### src/sv/virtual_region_allocator_unit_macros.svh
// Assertion macros for the virtual region allocator.
`ifndef VIRTUAL_REGION_ALLOCATOR_UNIT_MACROS_SVH
`define VIRTUAL_REGION_ALLOCATOR_UNIT_MACROS_SVH

`ifndef NO_ASSERTIONS
`define VRA_ASSERT_SAME(label, clk, rst, ante, cons) \
  label: assert property (@(posedge clk) disable iff (rst) (ante) |-> (cons)) \
    else $error("vra: same-cycle check failed");
`define VRA_ASSERT_NEXT(label, clk, rst, ante, cons) \
  label: assert property (@(posedge clk) disable iff (rst) (ante) |=> (cons)) \
    else $error("vra: next-cycle check failed");
`else
`define VRA_ASSERT_SAME(label, clk, rst, ante, cons)
`define VRA_ASSERT_NEXT(label, clk, rst, ante, cons)
`endif

`endif

### src/sv/vra_pkg.sv
package vra_pkg;

  localparam int MAX_REGIONS_DEF = 16;
  localparam int PAGE_BYTES_DEF  = 4096;

  localparam logic [20:0] COUNT_MAX = 21'h1FFFFF;

  localparam logic [1:0] OP_ALLOC   = 2'd0;
  localparam logic [1:0] OP_RELEASE = 2'd1;
  localparam logic [1:0] OP_CHECK   = 2'd2;

  localparam logic [1:0] ST_DONE = 2'd0;
  localparam logic [1:0] ST_FULL = 2'd1;
  localparam logic [1:0] ST_MISS = 2'd2;

  typedef struct packed {
    logic [1:0]  operation;
    logic [31:0] request_bytes;
    logic [31:0] target_address;
  } vra_req_t;

  typedef struct packed {
    logic [31:0] region_start;
    logic        is_legal;
    logic [1:0]  status;
    logic [31:0] freed_first_page;
    logic [20:0] freed_page_count;
  } vra_rsp_t;

  // word moving down the slot chain
  // addr: region start for allocate, target address otherwise
  // bytes: request size for allocate, size of the freed slot for release
  typedef struct packed {
    logic        valid;
    logic [1:0]  op;
    logic [31:0] bytes;
    logic [31:0] addr;
    logic        hit;
  } vra_tok_t;

endpackage

### src/sv/vra_cell.sv
module vra_cell
  import vra_pkg::*;
(
  input  logic     clk,
  input  logic     rst,
  input  vra_tok_t tin,
  output vra_tok_t tout
);

  logic        slot_live;
  logic [31:0] slot_start;
  logic [31:0] slot_bytes;

  logic        claim;
  logic        drop;
  logic        covered;
  logic [32:0] slot_lim;
  vra_tok_t    tout_next;

  always_comb begin
    slot_lim = {1'b0, slot_start} + {1'b0, slot_bytes};
    claim = tin.valid && (tin.op == OP_ALLOC) && !tin.hit && !slot_live;
    drop  = tin.valid && (tin.op == OP_RELEASE) && !tin.hit && slot_live &&
            (slot_start == tin.addr);
    covered = tin.valid && (tin.op == OP_CHECK) && slot_live &&
              (tin.addr >= slot_start) && ({1'b0, tin.addr} < slot_lim);
    tout_next = tin;
    if (claim || drop || covered) begin
      tout_next.hit = 1'b1;
    end
    if (drop) begin
      tout_next.bytes = slot_bytes;
    end
  end

  always_ff @(posedge clk) begin
    if (rst) begin
      tout <= '0;
    end else begin
      tout <= tout_next;
    end
  end

  always_ff @(posedge clk) begin
    if (rst) begin
      slot_live <= 1'b0;
    end else if (claim) begin
      slot_live <= 1'b1;
    end else if (drop) begin
      slot_live <= 1'b0;
    end
  end

  always_ff @(posedge clk) begin
    if (claim) begin
      slot_start <= tin.addr;
      slot_bytes <= tin.bytes;
    end
  end

endmodule

### src/sv/virtual_region_allocator_unit.sv
// An accepted start passes the head register, each slot cell, the finish register
// and the done register. One operation in flight; the next start is taken in
// the done cycle, so no new operation is taken while one is still in flight.
// Results come as a one-cycle done strobe; the receiver cannot stall them.
// Synchronous reset: all slots free, used bytes = one page, pool_base = 0.
`include "virtual_region_allocator_unit_macros.svh"

module virtual_region_allocator_unit
  import vra_pkg::*;
#(
  parameter int MAX_REGIONS = MAX_REGIONS_DEF,
  parameter int PAGE_BYTES  = PAGE_BYTES_DEF
) (
  input  logic        clk,
  input  logic        rst,
  input  logic        start,
  output logic        busy,
  input  vra_req_t    req,
  output logic        done,
  output vra_rsp_t    rsp,
  input  logic        cfg_valid,
  output logic        cfg_ready,
  input  logic [31:0] cfg_data
);

  // PAGE_BYTES is a power of two
  localparam int          PAGE_LG = $clog2(PAGE_BYTES);
  localparam logic [32:0] PAGE_M1 = 33'(PAGE_BYTES - 1);
  localparam logic [31:0] PAGE_32 = 32'(PAGE_BYTES);

  logic [31:0] pool_base;
  logic [31:0] used_bytes;
  logic [31:0] used_bytes_next;

  vra_tok_t tok [MAX_REGIONS+1];
  vra_tok_t head_next;
  logic     accept;

  logic        fin_valid;
  logic [1:0]  fin_op;
  logic        fin_hit;
  logic [31:0] fin_addr;
  logic [32:0] fin_pages;
  logic [32:0] fin_round;

  logic [32:0] tail_sum;
  logic [32:0] tail_pages;
  logic [31:0] end_addr;
  logic [31:0] top_addr;
  vra_rsp_t    rsp_next;

  assign accept    = start && !busy;
  assign cfg_ready = !busy && !start;

  always_ff @(posedge clk) begin
    if (rst) begin
      pool_base <= '0;
    end else if (cfg_valid && cfg_ready) begin
      pool_base <= cfg_data;
    end
  end

  always_comb begin
    head_next       = '0;
    head_next.valid = accept;
    head_next.op    = req.operation;
    head_next.bytes = req.request_bytes;
    head_next.addr  = req.target_address;
    if (req.operation == OP_ALLOC) begin
      head_next.addr = pool_base + used_bytes;
    end
    head_next.hit = (req.operation == OP_CHECK) && (req.target_address == pool_base);
  end

  always_ff @(posedge clk) begin
    if (rst) begin
      tok[0] <= '0;
    end else begin
      tok[0] <= head_next;
    end
  end

  for (genvar i = 0; i < MAX_REGIONS; i++) begin : g_chain
    vra_cell u_cell (
      .clk  (clk),
      .rst  (rst),
      .tin  (tok[i]),
      .tout (tok[i+1])
    );
  end

  always_comb begin
    tail_sum   = {1'b0, tok[MAX_REGIONS].bytes} + PAGE_M1;
    tail_pages = tail_sum >> PAGE_LG;
  end

  always_ff @(posedge clk) begin
    fin_op    <= tok[MAX_REGIONS].op;
    fin_hit   <= tok[MAX_REGIONS].hit;
    fin_addr  <= tok[MAX_REGIONS].addr;
    fin_pages <= tail_pages;
    fin_round <= tail_pages << PAGE_LG;
    if (rst) begin
      fin_valid <= 1'b0;
    end else begin
      fin_valid <= tok[MAX_REGIONS].valid;
    end
  end

  always_comb begin
    end_addr        = fin_addr + fin_round[31:0];
    top_addr        = pool_base + used_bytes;
    rsp_next        = '0;
    used_bytes_next = used_bytes;
    case (fin_op)
      OP_ALLOC: begin
        if (fin_hit) begin
          rsp_next.region_start = fin_addr;
          used_bytes_next       = used_bytes + fin_round[31:0];
        end else begin
          rsp_next.status = ST_FULL;
        end
      end
      OP_RELEASE: begin
        if (fin_hit) begin
          rsp_next.freed_first_page = fin_addr;
          rsp_next.freed_page_count = (fin_pages > 33'(COUNT_MAX)) ? COUNT_MAX
                                                                   : fin_pages[20:0];
          if (end_addr == top_addr) begin
            used_bytes_next = used_bytes - fin_round[31:0];
          end
        end else begin
          rsp_next.status = ST_MISS;
        end
      end
      OP_CHECK: begin
        rsp_next.is_legal = fin_hit;
      end
      default: begin
        rsp_next = '0;
      end
    endcase
  end

  always_ff @(posedge clk) begin
    if (fin_valid) begin
      rsp <= rsp_next;
    end
  end

  always_ff @(posedge clk) begin
    if (rst) begin
      used_bytes <= PAGE_32;
      busy       <= 1'b0;
      done       <= 1'b0;
    end else begin
      done <= fin_valid;
      if (fin_valid) begin
        used_bytes <= used_bytes_next;
      end
      if (accept) begin
        busy <= 1'b1;
      end else if (fin_valid) begin
        busy <= 1'b0;
      end
    end
  end

  `VRA_ASSERT_SAME(a_done_idle, clk, rst, done, !busy)
  `VRA_ASSERT_NEXT(a_accept_busy, clk, rst, accept, busy && !done)
  `VRA_ASSERT_SAME(a_tail_busy, clk, rst, tok[MAX_REGIONS].valid || fin_valid, busy)
  `VRA_ASSERT_SAME(a_used_aligned, clk, rst, 1'b1, used_bytes[PAGE_LG-1:0] == '0)

endmodule
### config.mk
export PLATFORM = sky130hd
export DESIGN_NAME = virtual_region_allocator_unit
export DESIGN_NICKNAME = d
export VERILOG_FILES = /design/src/sv/vra_pkg.sv /design/src/sv/vra_cell.sv /design/src/sv/virtual_region_allocator_unit.sv
export VERILOG_INCLUDE_DIRS = /design/src /design/src/sv
export SDC_FILE = /design/constraint.sdc
export NUM_CORES = 2
export LEC_CHECK = 0
export ABC_AREA = 1
export BUFFER_PORTS_ARGS = -buffer_cell sky130_fd_sc_hd__buf_4
export CORE_MARGIN = 10
export CORE_UTILIZATION = 55
export DETAILED_ROUTE_END_ITERATION = 8
export PLACE_DENSITY = 0.71
export SLEW_MARGIN = 20
export SYNTH_ARGS = -nofsm -noshare
export SYNTH_HDL_FRONTEND = slang
export SYNTH_SLANG_ARGS = --single-unit
### constraint.sdc
create_clock -name clk -period 9.3 [get_ports clk]
set_input_delay 0.93 -clock clk [delete_from_list [all_inputs] [get_ports clk]]
set_output_delay 0.93 -clock clk [all_outputs]
set_load 0.01 [all_outputs]
==> reports/summary.txt <==
CTS sink count = 2395
Vias in the first global route = 98193
Lkg Pwr = 62.7 nW
First-pass GRT wire length = 611 mm
Tightest slew margin relative to the limit = 0.128
Worst-margin pin slew = 1310 ps
Pre-CTS WS = 5110 ps
Rows = 177
RSZ-0062 raised after global routing = no
# setup viols final = 0
Power Density = 157 nW/um2
Ys flop type = dfxtp_1
Tot GR Track Use = 0.312
Fmax = 0.229 GHz
Final critical-path required period = 4370 ps
I/O pin count = 193
# Post-CTS Setup Buffers = 0
Clock Tree Buf Depth = 3
Most frequent cells in the layout = 2220 x nor2_1, 2216 x inv_1, 1791 x nand2_1, 1578 x ha_1, 1382 x a21oi_1
Initial antenna violation count = 42
Crit start category = flop
Num CTS Buffers = 241
Port-buffer cells = 192
Endpoints failing hold = 0
Status = complete, no violations
Seq/Total Area, Yosys = 0.457
FF+latch count, synth = 2395
Largest net degree at the start of global routing = 172
Die area = 255000 um2
Max capacitance violation total = 0
DP Wirelength = 329 mm
Layout area overhead = 10.6%
Finished Cell Area = 143000 um2
Util after Layout = 0.613
HP Class = in2reg
Detail Route Antenna Nets = 0
Total wire length = 413 mm
Die width = 505 um
Mapped Area = 129000 um2
Commonest non-fill, non-tap cell in the layout = nor2_1
Syn avg cell area = 8.73 um2
Setup_tns = 0 ps
Hold_buf cts = 0
CTS tree = built
Worst-path clk slew = 70 ps
Critical path peak fanout = 14
# DRC = 0
Routed WL per cell = 22.4 um
Fin crit share = 0.470
Vias after detailed routing = 102833
Total core area = 233000 um2
DP Area = 134000 um2
Post-synth EDFFs = 1112
Worst Skew = 48.6 ps
WS Path Type = reg2reg
Hold slack = 201 ps
Max-slew violation count = 0
Drt pass-1 iters = 6
Arrival time at the worst endpoint = 5190 ps
Yosys cell types = 64
Resize count post-CTS = 0
Required time of the critical path = 10110 ps
Worst vdd ir = 0.174 mV
Root buffer cell = clkbuf_16
Chip height = 505 um
Worst skew pair latency = 930 ps
Via density per instance = 5.59
Initial DRC count = 9888
Net Count, Synth = 16499
Synthesized instance count = 14800
Ys async rst share = 0
Max H-tree Level = 4
Setup slack after layout = 4930 ps
YS warnings = 0
Starting Density = 0.554
Grt total ovfl = 0
Layout cell share with drive strength beyond 1 = 0.0498
CP Capture Type = flop
Final Net Count = 16729
Final Wtd Congestion = 1.02
[kinds of logic after synthesis]
family	share of synthesized area
AO/OA/AOI/OAI	0.122
adder cells (fa/ha/maj)	0.156
AND/OR/NAND/NOR	0.154
XOR/XNOR	0.0376
flip-flops	0.457
buffers and inverters	0.0727
[flip-flops by register name, summed over array words and instances (netlist names), 21 cells and up]
register,count
fin_addr,32
fin_pages,21
g_chain.u_cell.slot_bytes,512
g_chain.u_cell.slot_start,512
g_chain.u_cell.tout,1088
pool_base,32
rsp,88
tok,68
[stage by stage]
step                      cells  power, W
after global placement    17918    0.0121
after detailed placement  17918    0.0121
after CTS                 18381    0.0225
after global routing      18393    0.0230
after floorplan           14800    0.0118
final                     18403    0.0224
[power by group]
group | internal, W | switching (W) | total [W]
registers | 0.0110 | 0.000134 | 0.0112
clock network | 0.00598 | 0.00450 | 0.0105
logic | 0.000252 | 0.000511 | 0.000763
[final cells by class]
type                    instances  area [um2]
diodes                         21        52.6
clock buffers                 308        6770
clock inverters               155        1910
fillers                     20380       90300
inverters                    2226        8360
multi-input cells            9910       60900
flip-flops and latches       2395       59100
well taps                    3132        3920
repair buffers                256        1980
[synth_stat cells (28+ instances only)]
cell type  count  area share
nand4_1      238       0.012
nand3_1      338       0.013
edfxtp_1    1112        0.26
a211oi_1      93      0.0054
a21oi_1     1384       0.054
nand2_1     1792       0.052
a21o_1        66      0.0038
dfxtp_1     1283        0.20
a31oi_1       76      0.0037
clkbuf_1     258      0.0075
xnor2_1      262       0.018
nor2_1      2221       0.065
o2111ai_1     28      0.0019
xor2_1       292       0.020
o21ai_0      964       0.037
a221oi_1      30      0.0020
nor4_1        83      0.0040
inv_1       2218       0.064
o21a_1        88      0.0051
ha_1        1578        0.15
nor3_1       135      0.0052
[worst max-delay path: stages (launching register included)]
cell and delay [ps]:
dfxtp_1 360, inv_1 50, nor2_1 750, clkinv_1 540, nand2_1 200, xor2_1 150
inv_1 60, ha_1 370, a21oi_1 120, o21ai_0 250, a21oi_1 140, o31ai_1 500
a21oi_1 190, o21ai_0 240, xor2_1 160, nand3_1 80, nand2_1 80, nor2_1 50
[worst paths after layout]
kind                              start              to  slack (ps)  cells after the start
max                           fin_op[0]  used_bytes[28]        4930                     17
min                             req[47]       tok[1136]         200                      3
max reg2reg                   fin_op[0]  used_bytes[28]        4930                     17
min reg2reg  g_chain[15].u_cell.tout[1]     fin_addr[0]         320                      0
[routing by layer]
layer | up-vias | GRT usage | part of all wire
met5 | - | 0 | 0.00033
met4 | 22 | 0.180 | 0.066
met3 | 771 | 0.0463 | 0.072
met2 | 3746 | 0.489 | 0.44
met1 | 48104 | 0.413 | 0.42
li1 | 50190 | - | -
Power figures use the tool's default switching activity.
